[src/sv/jts_pkg.sv]
package jts_pkg;

	localparam int OFFSET_BITS = 32;
	localparam int LEN_BITS    = 32;
	localparam int QUEUE_DEPTH = 4;
	localparam int QPTR_BITS   = $clog2(QUEUE_DEPTH);

	localparam logic CMD_BYTE = 1'b0;
	localparam logic CMD_END  = 1'b1;

	localparam logic [7:0] CH_TAB       = 8'h09;
	localparam logic [7:0] CH_LF        = 8'h0A;
	localparam logic [7:0] CH_CR        = 8'h0D;
	localparam logic [7:0] CH_SPACE     = 8'h20;
	localparam logic [7:0] CH_QUOTE     = 8'h22;
	localparam logic [7:0] CH_COMMA     = 8'h2C;
	localparam logic [7:0] CH_MINUS     = 8'h2D;
	localparam logic [7:0] CH_DOT       = 8'h2E;
	localparam logic [7:0] CH_COLON     = 8'h3A;
	localparam logic [7:0] CH_LBRACKET  = 8'h5B;
	localparam logic [7:0] CH_BACKSLASH = 8'h5C;
	localparam logic [7:0] CH_RBRACKET  = 8'h5D;
	localparam logic [7:0] CH_LBRACE    = 8'h7B;
	localparam logic [7:0] CH_RBRACE    = 8'h7D;

	typedef enum logic [2:0] {
		M_IDLE = 3'd0,
		M_STR  = 3'd1,
		M_ESC  = 3'd2,
		M_INT  = 3'd3,
		M_DOT  = 3'd4,
		M_FRAC = 3'd5,
		M_WORD = 3'd6
	} scan_mode_t;

	typedef enum logic [3:0] {
		TK_LBRACE    = 4'd0,
		TK_RBRACE    = 4'd1,
		TK_LBRACKET  = 4'd2,
		TK_RBRACKET  = 4'd3,
		TK_COMMA     = 4'd4,
		TK_COLON     = 4'd5,
		TK_STRING    = 4'd6,
		TK_NUMBER    = 4'd7,
		TK_TRUE      = 4'd8,
		TK_FALSE     = 4'd9,
		TK_NULL      = 4'd10,
		TK_BAD_CHAR  = 4'd11,
		TK_UNTERM    = 4'd12,
		TK_BAD_WORD  = 4'd13,
		TK_END       = 4'd14
	} tok_kind_t;

	typedef struct packed {
		tok_kind_t             kind;
		logic [LEN_BITS-1:0]   start;
		logic [LEN_BITS-1:0]   length;
	} token_t;

	// All tokens caused by one input word share one line number.
	typedef struct packed {
		token_t [2:0]          toks;
		logic [1:0]            count;
		logic [LEN_BITS-1:0]   line;
	} bundle_t;

endpackage

[src/sv/json_token_scanner_top.sv]
// A token reaches the output through a queue entry and then the output register once the word that
// completes it is taken, provided the queue holds nothing older and the output register is free.
// Throughput: one text byte per cycle while the output side keeps up; a word that finishes
// several tokens holds the output while they go out one by one, and a four-entry queue between
// the scanner and the output stage absorbs such bursts.
// Reset (asynchronous, active low) puts the scanner between tokens at offset zero, line one.
module json_token_scanner_top (
	input  logic                          clk,
	input  logic                          arst_n,
	input  logic                          cmd_valid,
	output logic                          cmd_ready,
	input  logic                          cmd,
	input  logic [7:0]                    text_byte,
	output logic                          token_valid,
	input  logic                          token_ready,
	output logic [3:0]                    token_kind,
	output logic [jts_pkg::LEN_BITS-1:0]  token_start,
	output logic [jts_pkg::LEN_BITS-1:0]  token_length,
	output logic [jts_pkg::LEN_BITS-1:0]  token_line,
	output logic                          last_of_run
);

	logic              q_push, q_full, q_pop, q_empty;
	jts_pkg::bundle_t  q_in, q_head;

	jts_front u_front (
		.clk       (clk),
		.arst_n    (arst_n),
		.cmd_valid (cmd_valid),
		.cmd_ready (cmd_ready),
		.cmd       (cmd),
		.text_byte (text_byte),
		.q_full    (q_full),
		.push      (q_push),
		.push_data (q_in)
	);

	jts_queue u_queue (
		.clk       (clk),
		.arst_n    (arst_n),
		.push      (q_push),
		.push_data (q_in),
		.full      (q_full),
		.pop       (q_pop),
		.empty     (q_empty),
		.head      (q_head)
	);

	jts_back u_back (
		.clk          (clk),
		.arst_n       (arst_n),
		.empty        (q_empty),
		.head         (q_head),
		.pop          (q_pop),
		.token_valid  (token_valid),
		.token_ready  (token_ready),
		.token_kind   (token_kind),
		.token_start  (token_start),
		.token_length (token_length),
		.token_line   (token_line),
		.last_of_run  (last_of_run)
	);

endmodule

[src/sv/jts_front.sv]
module jts_front (
	input  logic               clk,
	input  logic               arst_n,
	input  logic               cmd_valid,
	output logic               cmd_ready,
	input  logic               cmd,
	input  logic [7:0]         text_byte,
	input  logic               q_full,
	output logic               push,
	output jts_pkg::bundle_t   push_data
);

	localparam logic [39:0] KW_TEXT [3] = '{{"true", 8'h00}, "false", {"null", 8'h00}};
	localparam logic [2:0]  KW_LEN  [3] = '{3'd4, 3'd5, 3'd4};

	localparam logic [jts_pkg::OFFSET_BITS-1:0] POS_MAX = '1;

	jts_pkg::scan_mode_t                 mode_q, mode_d;
	logic [jts_pkg::OFFSET_BITS-1:0]     pos_q, pos_d;
	logic [jts_pkg::OFFSET_BITS-1:0]     begin_q, begin_d;
	logic [jts_pkg::LEN_BITS-1:0]        line_q, line_d;
	logic [2:0]                          wlen_q, wlen_d;
	logic [2:0]                          cand_q, cand_d;

	logic                                accept;
	logic                                is_digit, is_alpha;
	logic [jts_pkg::OFFSET_BITS-1:0]     dpos;
	logic [jts_pkg::LEN_BITS-1:0]        begin32, pos32, dpos32;
	logic [jts_pkg::LEN_BITS-1:0]        len_run, len_str, len_dot;
	logic [jts_pkg::LEN_BITS-1:0]        line_inc;
	jts_pkg::token_t                     tok_num, tok_dot_bad, tok_word;
	jts_pkg::token_t                     f0, f1, tail;
	logic [1:0]                          nf;
	logic                                tail_v, do_idle;

	function automatic logic [2:0] word_add(input logic [2:0] cand, input logic [2:0] wlen,
			input logic [7:0] c);
		logic [2:0] nc;
		logic [7:0] ch;
		nc = cand;
		for (int k = 0; k < 3; k++) begin
			ch = (wlen < 3'd5) ? KW_TEXT[k][8*(4-int'(wlen)) +: 8] : 8'h00;
			if (wlen >= KW_LEN[k] || ch != c) begin
				nc[k] = 1'b0;
			end
		end
		return nc;
	endfunction

	function automatic logic [2:0] wlen_inc(input logic [2:0] wlen);
		return (wlen == 3'd7) ? wlen : wlen + 3'd1;
	endfunction

	assign accept    = cmd_valid && cmd_ready;
	assign cmd_ready = !q_full;

	assign is_digit = text_byte inside {[8'h30:8'h39]};
	assign is_alpha = text_byte inside {[8'h41:8'h5A], [8'h61:8'h7A]};

	assign dpos    = pos_q - 1'b1;
	assign begin32 = 32'(begin_q);
	assign pos32   = 32'(pos_q);
	assign dpos32  = 32'(dpos);
	assign len_run = 32'(pos_q - begin_q);
	assign len_str = 32'(pos_q - begin_q + 1'b1);
	assign len_dot = (dpos < begin_q) ? '0 : 32'(dpos - begin_q);
	assign line_inc = (line_q == '1) ? line_q : line_q + 1'b1;

	always_comb begin
		tok_num.kind   = jts_pkg::TK_NUMBER;
		tok_num.start  = begin32;
		tok_num.length = len_run;

		// The dot that failed to start a fraction is reported on its own.
		tok_dot_bad.kind   = jts_pkg::TK_BAD_CHAR;
		tok_dot_bad.start  = dpos32;
		tok_dot_bad.length = '0;

		tok_word.kind   = jts_pkg::TK_BAD_WORD;
		tok_word.start  = begin32;
		tok_word.length = '0;
		for (int k = 2; k >= 0; k--) begin
			if (cand_q[k] && wlen_q == KW_LEN[k]) begin
				tok_word.kind   = jts_pkg::tok_kind_t'(4'(jts_pkg::TK_TRUE) + 4'(k));
				tok_word.length = len_run;
			end
		end
	end

	always_comb begin
		mode_d  = mode_q;
		pos_d   = pos_q;
		begin_d = begin_q;
		line_d  = line_q;
		wlen_d  = wlen_q;
		cand_d  = cand_q;
		nf      = 2'd0;
		f0      = tok_num;
		f1      = tok_dot_bad;
		tail_v  = 1'b0;
		tail    = '0;
		do_idle = 1'b0;

		if (cmd == jts_pkg::CMD_END) begin
			case (mode_q)
				jts_pkg::M_STR, jts_pkg::M_ESC: begin
					nf = 2'd1;
					f0.kind   = jts_pkg::TK_UNTERM;
					f0.start  = begin32;
					f0.length = '0;
				end
				jts_pkg::M_INT, jts_pkg::M_FRAC: begin
					nf = 2'd1;
				end
				jts_pkg::M_DOT: begin
					nf = 2'd2;
					f0.length = len_dot;
				end
				jts_pkg::M_WORD: begin
					nf = 2'd1;
					f0 = tok_word;
				end
				default: begin
				end
			endcase
			tail_v      = 1'b1;
			tail.kind   = jts_pkg::TK_END;
			tail.start  = pos32;
			tail.length = '0;
			mode_d  = jts_pkg::M_IDLE;
			pos_d   = '0;
			begin_d = '0;
			line_d  = 32'd1;
			wlen_d  = '0;
			cand_d  = '1;
		end else begin
			if (pos_q != POS_MAX) begin
				pos_d = pos_q + 1'b1;
			end
			case (mode_q)
				jts_pkg::M_STR: begin
					if (text_byte == jts_pkg::CH_QUOTE) begin
						nf = 2'd1;
						f0.kind   = jts_pkg::TK_STRING;
						f0.length = len_str;
						mode_d = jts_pkg::M_IDLE;
					end else if (text_byte == jts_pkg::CH_BACKSLASH) begin
						mode_d = jts_pkg::M_ESC;
					end else if (text_byte == jts_pkg::CH_LF) begin
						line_d = line_inc;
					end
				end
				jts_pkg::M_ESC: begin
					mode_d = jts_pkg::M_STR;
				end
				jts_pkg::M_INT: begin
					if (text_byte == jts_pkg::CH_DOT) begin
						mode_d = jts_pkg::M_DOT;
					end else if (!is_digit) begin
						nf = 2'd1;
						do_idle = 1'b1;
					end
				end
				jts_pkg::M_DOT: begin
					if (is_digit) begin
						mode_d = jts_pkg::M_FRAC;
					end else begin
						nf = 2'd2;
						f0.length = len_dot;
						do_idle = 1'b1;
					end
				end
				jts_pkg::M_FRAC: begin
					if (!is_digit) begin
						nf = 2'd1;
						do_idle = 1'b1;
					end
				end
				jts_pkg::M_WORD: begin
					if (is_digit || is_alpha) begin
						cand_d = word_add(cand_q, wlen_q, text_byte);
						wlen_d = wlen_inc(wlen_q);
					end else begin
						nf = 2'd1;
						f0 = tok_word;
						do_idle = 1'b1;
					end
				end
				default: begin
					do_idle = 1'b1;
				end
			endcase

			// The byte that ended a token is scanned again as the start of a new one.
			if (do_idle) begin
				mode_d      = jts_pkg::M_IDLE;
				begin_d     = pos_q;
				tail.start  = pos32;
				tail.length = 32'd1;
				case (text_byte)
					jts_pkg::CH_SPACE, jts_pkg::CH_CR, jts_pkg::CH_TAB: begin
					end
					jts_pkg::CH_LF: begin
						line_d = line_inc;
					end
					jts_pkg::CH_LBRACE: begin
						tail_v    = 1'b1;
						tail.kind = jts_pkg::TK_LBRACE;
					end
					jts_pkg::CH_RBRACE: begin
						tail_v    = 1'b1;
						tail.kind = jts_pkg::TK_RBRACE;
					end
					jts_pkg::CH_LBRACKET: begin
						tail_v    = 1'b1;
						tail.kind = jts_pkg::TK_LBRACKET;
					end
					jts_pkg::CH_RBRACKET: begin
						tail_v    = 1'b1;
						tail.kind = jts_pkg::TK_RBRACKET;
					end
					jts_pkg::CH_COMMA: begin
						tail_v    = 1'b1;
						tail.kind = jts_pkg::TK_COMMA;
					end
					jts_pkg::CH_COLON: begin
						tail_v    = 1'b1;
						tail.kind = jts_pkg::TK_COLON;
					end
					jts_pkg::CH_QUOTE: begin
						mode_d = jts_pkg::M_STR;
					end
					jts_pkg::CH_MINUS: begin
						mode_d = jts_pkg::M_INT;
					end
					default: begin
						if (is_digit) begin
							mode_d = jts_pkg::M_INT;
						end else if (is_alpha) begin
							mode_d = jts_pkg::M_WORD;
							wlen_d = 3'd1;
							cand_d = word_add(3'b111, 3'd0, text_byte);
						end else begin
							tail_v      = 1'b1;
							tail.kind   = jts_pkg::TK_BAD_CHAR;
							tail.length = '0;
						end
					end
				endcase
			end
		end

		push_data.line    = line_q;
		push_data.count   = nf + 2'(tail_v);
		push_data.toks[0] = (nf != 2'd0) ? f0 : tail;
		push_data.toks[1] = (nf == 2'd2) ? f1 : tail;
		push_data.toks[2] = tail;
	end

	assign push = accept && (push_data.count != 2'd0);

	always_ff @(posedge clk or negedge arst_n) begin
		if (!arst_n) begin
			mode_q  <= jts_pkg::M_IDLE;
			pos_q   <= '0;
			begin_q <= '0;
			line_q  <= 32'd1;
			wlen_q  <= '0;
			cand_q  <= '1;
		end else if (accept) begin
			mode_q  <= mode_d;
			pos_q   <= pos_d;
			begin_q <= begin_d;
			line_q  <= line_d;
			wlen_q  <= wlen_d;
			cand_q  <= cand_d;
		end
	end

endmodule

[src/sv/jts_queue.sv]
module jts_queue (
	input  logic               clk,
	input  logic               arst_n,
	input  logic               push,
	input  jts_pkg::bundle_t   push_data,
	output logic               full,
	input  logic               pop,
	output logic               empty,
	output jts_pkg::bundle_t   head
);

	jts_pkg::bundle_t                  store_q [jts_pkg::QUEUE_DEPTH];
	logic [jts_pkg::QPTR_BITS-1:0]     wr_q, rd_q;
	logic [jts_pkg::QPTR_BITS:0]       fill_q;

	assign full  = (fill_q == (jts_pkg::QPTR_BITS+1)'(jts_pkg::QUEUE_DEPTH));
	assign empty = (fill_q == '0);
	assign head  = store_q[rd_q];

	always_ff @(posedge clk) begin
		if (push) begin
			store_q[wr_q] <= push_data;
		end
	end

	always_ff @(posedge clk or negedge arst_n) begin
		if (!arst_n) begin
			wr_q   <= '0;
			rd_q   <= '0;
			fill_q <= '0;
		end else begin
			if (push) begin
				wr_q <= wr_q + 1'b1;
			end
			if (pop) begin
				rd_q <= rd_q + 1'b1;
			end
			case ({push, pop})
				2'b10:   fill_q <= fill_q + 1'b1;
				2'b01:   fill_q <= fill_q - 1'b1;
				default: fill_q <= fill_q;
			endcase
		end
	end

endmodule

[src/sv/jts_back.sv]
module jts_back (
	input  logic                          clk,
	input  logic                          arst_n,
	input  logic                          empty,
	input  jts_pkg::bundle_t              head,
	output logic                          pop,
	output logic                          token_valid,
	input  logic                          token_ready,
	output logic [3:0]                    token_kind,
	output logic [jts_pkg::LEN_BITS-1:0]  token_start,
	output logic [jts_pkg::LEN_BITS-1:0]  token_length,
	output logic [jts_pkg::LEN_BITS-1:0]  token_line,
	output logic                          last_of_run
);

	logic                          valid_q;
	logic [1:0]                    idx_q;
	jts_pkg::token_t               tok_q;
	logic [jts_pkg::LEN_BITS-1:0]  line_q;
	logic                          last_q;
	logic                          load, is_last;

	assign load    = !valid_q || token_ready;
	assign is_last = (idx_q == head.count - 2'd1);
	assign pop     = load && !empty && is_last;

	always_ff @(posedge clk or negedge arst_n) begin
		if (!arst_n) begin
			valid_q <= 1'b0;
			idx_q   <= '0;
		end else if (load) begin
			valid_q <= !empty;
			if (!empty) begin
				idx_q <= is_last ? 2'd0 : idx_q + 2'd1;
			end
		end
	end

	always_ff @(posedge clk) begin
		if (load && !empty) begin
			tok_q  <= head.toks[idx_q];
			line_q <= head.line;
			last_q <= is_last;
		end
	end

	assign token_valid  = valid_q;
	assign token_kind   = tok_q.kind;
	assign token_start  = tok_q.start;
	assign token_length = tok_q.length;
	assign token_line   = line_q;
	assign last_of_run  = last_q;

endmodule

[config.mk]
export PLATFORM = sky130hd
export DESIGN_NAME = json_token_scanner_top
export DESIGN_NICKNAME = d
export VERILOG_FILES = /design/src/sv/jts_pkg.sv /design/src/sv/json_token_scanner_top.sv /design/src/sv/jts_front.sv /design/src/sv/jts_queue.sv /design/src/sv/jts_back.sv
export SDC_FILE = /design/constraint.sdc
export NUM_CORES = 1
export LEC_CHECK = 0
export BUFFER_PORTS_ARGS = -buffer_cell sky130_fd_sc_hd__buf_2
export CAP_MARGIN = 20
export CORE_ASPECT_RATIO = 0.6
export CORE_MARGIN = 2
export CORE_UTILIZATION = 55
export DETAILED_ROUTE_END_ITERATION = 10
export PLACE_DENSITY = 0.74
export SLEW_MARGIN = 0
export SYNTH_ARGS = -nofsm -noshare
export SYNTH_HDL_FRONTEND = slang
export SYNTH_SLANG_ARGS = --single-unit
[constraint.sdc]
create_clock -name clk -period 6.6 [get_ports clk]
set_input_delay 0.99 -clock clk [delete_from_list [all_inputs] [get_ports clk]]
set_output_delay 0.99 -clock clk [all_outputs]
set_load 0.02 [all_outputs]
==> results.txt, run 1 <==
The initial cell density of the core came out at 55.6%. The global-route usage over all layers came out at 28.5%. Of the post-synthesis cell area, the dominant cell type holds between 50% and 60%.

For this run, the top clock speed supported by timing is 170 MHz. The maximum fanout along the worst path is 11. The synthesis-stage register bit count came out at just over 900. For this run the aggregate overflow at the end of global routing stands at 0. The largest total area in the synthesized netlist belongs to sky130_fd_sc_hd__edfxtp_1. Entering global routing, the biggest net connects 88 pins. The number of antenna violations at the first check in global routing came to 1.

The floorplan has between 70 and 80 rows. The most common cell in the synthesized netlist is sky130_fd_sc_hd__edfxtp_1. In this run, synthesis inferred 805 flip-flops with an integrated enable.

The number of slew-limit violations in the final report came out at 0. The cell count after synthesis is approximately 3k. The final-stage net count is 3,265.

The number of gates resized after cts is 0. The post-synthesis async set-or-reset flop share came out at 12.5%. The final setup slack of the worst path is 701 ps.

The first-pass GRT wire length came out at roughly 170,000 um. The x dimension of the die is 366 um. The distinct cell type count of the synthesized netlist is 106.

The setup-violating endpoint count in the final report is 0. The net count after synthesis is approximately 3.2k. For this run, the detailed router's first-pass iteration total came to 6. The time the final worst path needs with I/O delays and setup came out at slightly below 6000 ps. The pin slew with the least headroom to its limit came out at 1030 ps. The total DRC errors in the routed layout came out at 0. The routed wire length per instance came out at 26.7 um.

The worst setup path is of the reg -> reg kind. The sum of routed wire length over all layers is 115,000 um. After layout, the worst path uses 89.4% of the clock period. The number of clock sinks came out at 920. The power density over the cells came out at about 520 mW/mm2.

The headroom to the max-slew limit is just over 30%. The share of post-route cells with drive strength above 1 came out at 17.2%. After routing the design area is 0.0479 mm2. The number of hold-slack violations in the final timing report came out at 0. By count the netlist is led by 805 x sky130_fd_sc_hd__edfxtp_1, 249 x sky130_fd_sc_hd__nand2_1, 185 x sky130_fd_sc_hd__o21ai_0.

The number of vias per cell after detailed routing is 6.54. At the end of routability-driven placement, the weighted congestion stood at 0.956. The total negative slack came out at 0 ps. STA classifies the critical path startpoint as a flop. The full die area came out at 0.0808 mm2. The netlist area before placement came out at ~0.043 mm2. The clock tree skew after final layout came out at 47.1 ps. The depth of the worst register-to-register path is 16. TritonCTS built the clock tree. At the later pin of the worst-skew pair, clock insertion delay measures 680 ps. The data arrival at the endpoint of the critical path came out at around 6300 ps.

The area added between synthesis and finish is 10.9%. The setup slack after placement came out at 875 ps. Among all flip-flop cells after synthesis, the most frequent one is sky130_fd_sc_hd__edfxtp_1.

The post-CTS setup-driven buffer insertion count is 0. TritonCTS created slightly above 80 clock buffers. The DRC marker count from the first detailed-route iteration is 3,966. The number of inserted filler cells in the final layout came out at 5,658. The mean instance size in the synthesized netlist came out at 14.0 um2. Clock tree synthesis selected as its root buffer the cell sky130_fd_sc_hd__clkbuf_16.

The total number of yosys warnings is 0. Setup repair after global routing left no endpoint under its margin. The startpoint of the most critical register-to-register path is u_front.pos32[4]$_DFFE_PN0P_. The hold buffer count at CTS came out at 0. The I/O pin total came out at 116. The placed wire-length estimate after detailed placement came out at 76,900 um. The worst setup path is captured at a flop. The minimum setup slack among reg-to-reg paths is 700 ps. Port buffering added 115 buffers. The data required time at the worst endpoint is 7020 ps. The total number of vias is 28.1k. The cell area reported after detailed placement is 0.0451 mm2. The clock passes through at most 3 buffers. The proportion of synthesized chip area in sequential cells is 62.7%.

The die is ~220 um tall. The via count of the first global-routing pass came to 27.0k. The analysis attributes to cell leakage a power of 17.0 nW. The clock transition at the registers of the reported paths is 70 ps. The core region is 0.0776 mm2. The run finished with clean final reports. In this run the critical register-to-register path is captured at u_queue.store_q[1][58]$_DFFE_PP_.

Across the VDD grid, the largest voltage drop is around 320 uV. The H-tree depth reported by CTS came out at 3. The number of nets with antenna violations after detailed routing came out at 0. Across the run, the number of max-cap violations was 0. The min-delay analysis places its worst path in the category in -> async. Ranked by total cell area, the synthesized netlist is headed by sky130_fd_sc_hd__edfxtp_1 56%, sky130_fd_sc_hd__mux4_2 9.2%, sky130_fd_sc_hd__dfrtp_1 6.4%.
==> power by group <==
group	internal, mW	total [mW]	switching (mW)
registers	8.21	8.74	0.527
logic	3.96	11.3	7.30
clock network	2.81	4.97	2.16
total	15.0	25.0	9.99
==> worst max-delay path, cell delays in order, from the launching register on <==
cell and delay [ps]:
sky130_fd_sc_hd__dfrtp_1 520, sky130_fd_sc_hd__nor3_1 310, sky130_fd_sc_hd__nand3_1 150, sky130_fd_sc_hd__nor3_1 450, sky130_fd_sc_hd__nand3_1 330, sky130_fd_sc_hd__nor4_1 380, sky130_fd_sc_hd__xor2_1 160, sky130_fd_sc_hd__ha_1 430
sky130_fd_sc_hd__inv_1 110, sky130_fd_sc_hd__or3_1 420, sky130_fd_sc_hd__nor3b_1 210, sky130_fd_sc_hd__a211oi_1 160, sky130_fd_sc_hd__o31ai_1 490, sky130_fd_sc_hd__o211ai_1 330, sky130_fd_sc_hd__nor2_1 640, sky130_fd_sc_hd__a2bb2oi_1 160
sky130_fd_sc_hd__a21oi_1 390
==> final cells by class <==
class | instances | area (um2) | area share, %
clock inverter | 46 | 631 | 1.32
tap | 1053 | 1320 | 2.75
sequential | 920 | 27100 | 56.5
inverter | 95 | 357 | 0.745
antenna | 2 | 5.00 | 0.0105
multi-input combinational | 1895 | 15100 | 31.5
timing repair buffer | 178 | 1250 | 2.61
clock buffer | 106 | 2180 | 4.56
==> metrics by stage <==
step	instances	hold WS, ps	total power [mW]	utilization, %
final	4295	422	25.0	61.7
after global placement	4140	479	19.6	58.1
after detailed placement	4141	491	19.8	58.1
after CTS	4293	424	24.8	61.7
after global routing	4293	470	26.1	61.7
after floorplan	3091	464	16.1	-
==> layout by cell type, fill, tap and decap left out, types with 12 or more instances in the layout <==
| cell type | synthesis | routed |
|---|---|---|
| sky130_fd_sc_hd__a211oi_1 | 14 | 14 |
| sky130_fd_sc_hd__a21o_1 | 34 | 34 |
| sky130_fd_sc_hd__a21oi_1 | 117 | 116 |
| sky130_fd_sc_hd__a22oi_1 | 36 | 36 |
| sky130_fd_sc_hd__a31oi_1 | 21 | 21 |
| sky130_fd_sc_hd__and2_1 | 35 | 30 |
| sky130_fd_sc_hd__and3_1 | 36 | 36 |
| sky130_fd_sc_hd__buf_12 | 0 | 16 |
| sky130_fd_sc_hd__buf_2 | 6 | 114 |
| sky130_fd_sc_hd__buf_4 | 4 | 48 |
| sky130_fd_sc_hd__clkbuf_1 | 135 | 20 |
| sky130_fd_sc_hd__clkbuf_16 | 0 | 82 |
| sky130_fd_sc_hd__clkinv_1 | 1 | 15 |
| sky130_fd_sc_hd__dfrtp_1 | 111 | 107 |
| sky130_fd_sc_hd__edfxtp_1 | 805 | 805 |
| sky130_fd_sc_hd__ha_1 | 77 | 77 |
| sky130_fd_sc_hd__inv_1 | 94 | 94 |
| sky130_fd_sc_hd__mux2i_1 | 40 | 40 |
| sky130_fd_sc_hd__mux4_2 | 176 | 176 |
| sky130_fd_sc_hd__nand2_1 | 249 | 248 |
| sky130_fd_sc_hd__nand2b_1 | 14 | 14 |
| sky130_fd_sc_hd__nand3_1 | 65 | 65 |
| sky130_fd_sc_hd__nand4_1 | 32 | 32 |
| sky130_fd_sc_hd__nor2_1 | 175 | 173 |
| sky130_fd_sc_hd__nor2b_1 | 40 | 39 |
| sky130_fd_sc_hd__nor3_1 | 55 | 53 |
| sky130_fd_sc_hd__nor3b_1 | 12 | 12 |
| sky130_fd_sc_hd__nor4_1 | 15 | 15 |
| sky130_fd_sc_hd__o211ai_1 | 20 | 20 |
| sky130_fd_sc_hd__o21a_1 | 16 | 16 |
| sky130_fd_sc_hd__o21ai_0 | 185 | 185 |
| sky130_fd_sc_hd__o22ai_1 | 42 | 42 |
| sky130_fd_sc_hd__or3_1 | 22 | 22 |
| sky130_fd_sc_hd__xnor2_1 | 72 | 72 |
| sky130_fd_sc_hd__xor2_1 | 86 | 86 |
==> sequential cells by signal, indices dropped and copies added (netlist names) <==
name                 cells
u_back.idx_q             2
u_back.last_of_run       1
u_back.token_kind        4
u_back.token_length     32
u_back.token_line       32
u_back.token_start      32
u_back.token_valid       1
u_front.begin32         32
u_front.cand_q           3
u_front.line_q          32
u_front.mode_q           3
u_front.pos32           32
u_front.wlen_q           3
u_queue.fill_q           3
u_queue.rd_q             2
u_queue.store_q        704
u_queue.wr_q             2
==> routing by layer <==
metal,vias to the layer above,wire length [um],GRT usage (%)
met5,-,0,0
met4,0,1900,6.05
met3,149,13100,7.19
met2,1668,46800,37.6
met1,14200,52900,47.2
li1,12100,-,-
==> worst max path at each step <==
stage,from,end,cells after the start
6_report,u_front.pos32[4]$_DFFE_PN0P_,u_queue.store_q[1][58]$_DFFE_PP_,16
5_1_grt,u_front.pos32[4]$_DFFE_PN0P_,u_queue.store_q[1][37]$_DFFE_PP_,16
4_1_cts,u_front.pos32[4]$_DFFE_PN0P_,u_queue.store_q[1][58]$_DFFE_PP_,16
3_5_place_dp,u_front.pos32[4]$_DFFE_PN0P_,u_queue.store_q[2][58]$_DFFE_PP_,16
3_3_place_gp,u_front.pos32[4]$_DFFE_PN0P_,u_queue.store_q[0][34]$_DFFE_PP_,16
2_1_floorplan,text_byte[4],u_queue.store_q[0][0]$_DFFE_PP_,12
==> cell families after synthesis <==
group | after synthesis | synth area share, %
flops | 920 | 62.7
simple gates | 815 | 9.53
compound gates | 615 | 9.26
buf+inv | 276 | 2.57
mux | 227 | 10.4
xor+xnor | 158 | 3.21
fa+ha+maj | 80 | 2.37
(Power assumes the default switching activity.)
==> inputs of run 2 (changes only) <==
Settings changed: ABC_AREA set to 1, CELL_PAD_IN_SITES_DETAIL_PLACEMENT set to 0, CELL_PAD_IN_SITES_GLOBAL_PLACEMENT set to 1, CORE_UTILIZATION 55 to 45, CTS_CLUSTER_DIAMETER set to 200, PLACE_DENSITY 0.74 to not set, PLACE_DENSITY_LB_ADDON set to 0.1.
==> results.txt, run 2 <==
The net count after synthesis came out at 4,918 (+54%). The total number of yosys warnings came out at 0 (unchanged). The global placement routability congestion came out at 1.03 (+7.8%). The setup-violating endpoint count in the final report is 0 (unchanged).

The data arrival at the endpoint of the critical path is 6150 ps (-170 ps). The total number of vias is 36.0k (+28%). The power density over the cells is 544 mW/mm2 (+4.4%).

The sum of routed wire length over all layers came to 154,000 um (+34%). The largest total area in the synthesized netlist belongs to sky130_fd_sc_hd__edfxtp_1. The H-tree depth reported by CTS was 3 (unchanged). The clock insertion delay at the later pin of the skew report came out at 730 ps (+50 ps). The largest stage delay on the critical path is 540 ps (-100 ps).

The global routing stage identified its most utilized layer as met1. The residual overflow from global routing came out at 0 (unchanged). The full die area came out at 0.105 mm2 (+30%). Leaving out fill and tap cells, the most frequent cells in the layout are 884 x sky130_fd_sc_hd__nand2_1, 805 x sky130_fd_sc_hd__edfxtp_1, 662 x sky130_fd_sc_hd__nor2_1. The number of nets with antenna violations after detailed routing is 0 (unchanged). The first-pass GRT wire length came out at 226,000 um (+32%).

The vertical extent of the die is 251 um (+14%). The maximum number of pins on one net before global-route repair is 192 (+120%). The count of flip-flops with a built-in enable after synthesis is 805 (unchanged).

The synthesis-stage register bit count is 920 (unchanged). The clock tree skew after final layout came out at 51.5 ps (+4.45 ps). The DRC marker count from the first detailed-route iteration came out at 4,555 (+15%).

The row count is 90 (+14%). The number of gates resized after cts came out at 0 (unchanged). The final instance area came out at 0.0511 mm2 (+6.7%). The headroom to the max-slew limit came out at 12.4% (-19 points). The hold buffer count at CTS came out at 0 (unchanged). The maximum fanout along the worst path was 14 (+3). Ranked by flip-flop count, first place goes to u_queue.store_q. The global routing met2 resource utilization came out at 34.8% (-2.8 points). Setup repair after global routing left no endpoint under its margin. The max-cap check violation count is 0 (unchanged). The met1 usage in global routing is 50.3% (+3.0 points).

The worst voltage drop across the vdd grid came out at 341 uV (+5.5%). The share of the clock period used by the worst path is 85.8% (-3.6 points). The post-synthesis async set-or-reset flop share is 12.5% (unchanged).

The I/O pin total was 116 (unchanged). The run finished with clean final reports. The buffering stage count on the worst path with inverters included came out at 3 (+2). The number of inserted filler cells in the final layout came out at 9,338 (+65%).

The cell area reported after detailed placement is 0.0480 mm2 (+6.5%). The number of clock sinks is 920 (unchanged). The distinct cell type count of the synthesized netlist is 64 (-40%). The startpoint of the most critical setup path is u_front.pos32[1]$_DFFE_PN0P_. The global-route usage over all layers is 29.3% (+0.78 points). The most instantiated library cell after synthesis is sky130_fd_sc_hd__nand2_1. The most frequent standard cell in the layout excluding fill and tap cells is sky130_fd_sc_hd__nand2_1. The proportion of synthesized chip area in sequential cells is 58.9% (-3.7 points). The cell with the largest stage delay on the worst path is sky130_fd_sc_hd__nor4_1. The final core utilization came to 50.7% (-11 points). The tree is rooted in a sky130_fd_sc_hd__clkbuf_16.

The number of slew-limit violations in the final report came out at 0 (unchanged). The total clock buffers created by CTS came out at 88 (+7.3%). The cell count after synthesis is 4,825 (+56%). The area added between synthesis and finish came out at 11.2%. The path class of the tightest hold or removal check is in -> async.

Counting stages on the worst path, the most repeated cell is sky130_fd_sc_hd__nand2_1. The clock transition at the registers of the reported paths is 70 ps (about the same). The worst setup path is captured at a flop.

The mean instance size in the synthesized netlist came out at 9.51 um2 (-32%). After synthesis, the most frequently instantiated cells are 885 x sky130_fd_sc_hd__nand2_1, 805 x sky130_fd_sc_hd__edfxtp_1, 670 x sky130_fd_sc_hd__nor2_1. The minimum setup slack among reg-to-reg paths is 940 ps (+240 ps). The total DRC errors in the routed layout is 0 (unchanged). The count of TritonRoute iterations in the first routing pass came out at 6 (unchanged). The via count of the first global-routing pass was 32.3k (+20%). The static leakage was 19.6 nW (+15%). The number of antenna violations at the first check in global routing is 6 (+5). The pin slew with the least headroom to its limit is 1310 ps (+277 ps). The placed wire-length estimate after detailed placement came out at 108,000 um (+40%). Ranked by total cell area, the synthesized netlist is headed by sky130_fd_sc_hd__edfxtp_1 53%, sky130_fd_sc_hd__nand2_1 7.2%, sky130_fd_sc_hd__o21ai_0 6.2%. The primary flip-flop cell chosen by synthesis mapping is sky130_fd_sc_hd__edfxtp_1. STA classifies the critical path startpoint as a flop.

The time the final worst path needs with I/O delays and setup came to 5660 ps (-237 ps). The proportion of netlist area held by the largest area contributor came out at 52.7% (-3.3 points). Grouping stages by cell kind, the critical path spends the most delay in simple AND/OR/NAND/NOR gates.

The post-CTS setup-driven buffer insertion count was 0 (unchanged). The final-stage net count is 4,961 (+52%). The number of flip-flops under the largest register name is 704 (unchanged). The classification of the worst setup path is reg -> reg. TritonCTS built the clock tree.

The fmax was 177 MHz (+4.2%). The port buffer count came out at 115 (unchanged). The number of vias per cell after detailed routing is 5.74 (-12%). The routed wire length per instance is 24.6 um (-8.0%). The number of hold-slack violations in the final timing report is 0 (unchanged). The area inside the core boundary is 0.101 mm2 (+30%). The share of post-route cells with drive strength above 1 came out at 9.61% (-7.6 points). The initial cell density of the core came out at 45.6% (-10 points). The startpoint identified for the worst register-to-register timing path is u_front.pos32[1]$_DFFE_PN0P_. The maximum clock path buffer count is 3 (unchanged). The data required time at the worst endpoint came out at 7080 ps (+60 ps). The met3 capacity usage during global routing is 9.32% (+2.1 points). The x dimension of the die came out at 416 um (+14%). The netlist area before placement came out at 0.0459 mm2 (+6.3%). The final hold slack is 271 ps (-150 ps).
-- run 2: cell count changes in the layout (fill, tap and decap cells not counted), sizes merged, moves of 40 or more --
cell / change
nand4: +41
nor2: +528
nor2b: -40
nand2: +667
mux2i: -40
xnor2: -47
mux4: -176
a21oi: +50
o22ai: +139
o21ai: +415
inv: +335
nand3: +159
-- run 2: layer usage --
metal / vias up / part of all wire [%] / wire length (um)
met5: - / 0 / 0
met4: 0 / 1.2 / 1860
met3: 133 / 12 / 17900
met2: 1604 / 36 / 55100
met1: 17500 / 51 / 79400
li1: 16800 / - / -
-- run 2: worst paths after layout --
path | to | depth (start not counted)
setup / recovery | u_queue.store_q[1][36]$_DFFE_PP_ | 25
hold / removal | u_front.line_q[11]$_DFFE_PN0P_ | 1
setup reg to reg | u_queue.store_q[1][36]$_DFFE_PP_ | 25
hold reg to reg | u_queue.fill_q[0]$_DFFE_PN0P_ | 1
max in group asynchronous | u_queue.rd_q[1]$_DFFE_PN0P_ | 2
min in group clk | u_queue.fill_q[0]$_DFFE_PN0P_ | 1
-- run 2: kinds of logic after synthesis --
family / count (synthesis) / share of synthesized area (%)
flip-flops: 920 / 58.9
XOR/XNOR: 99 / 1.94
adder cells (fa/ha/maj): 80 / 2.23
buffers and inverters: 649 / 5.51
AO/OA/AOI/OAI: 1036 / 12.3
AND/OR/NAND/NOR: 2041 / 19.1
-- run 2: where the power goes --
| part | leakage, nW | internal (mW) | total (mW) | switching (mW) |
|---|---|---|---|---|
| logic | 8.95 | 3.35 | 13.3 | 9.97 |
| registers | 9.13 | 8.44 | 9.05 | 0.610 |
| clock network | 1.48 | 3.06 | 5.42 | 2.36 |
-- run 2: area by class of cell --
cell class	instances	area, um2	share of cell area, %
diodes	1	2.50	0.00490
clock buffers	108	2320	4.54
clock inverters	58	763	1.49
inverters	427	1620	3.16
multi-input cells	3256	16400	32.1
flip-flops and latches	920	27100	53.0
well taps	1334	1670	3.27
repair buffers	175	1220	2.40
-- run 2: through the flow --
step | TNS, ps | power [mW] | cells | worst slack, ps
2_1_floorplan | -1105560 | 17.1 | 4825 | -1570
3_3_place_gp | 0 | 22.2 | 6110 | 1190
3_5_place_dp | 0 | 22.2 | 6111 | 1130
4_1_cts | 0 | 27.6 | 6277 | 1070
5_1_grt | 0 | 29.4 | 6278 | 419
6_report | 0 | 27.8 | 6279 | 938
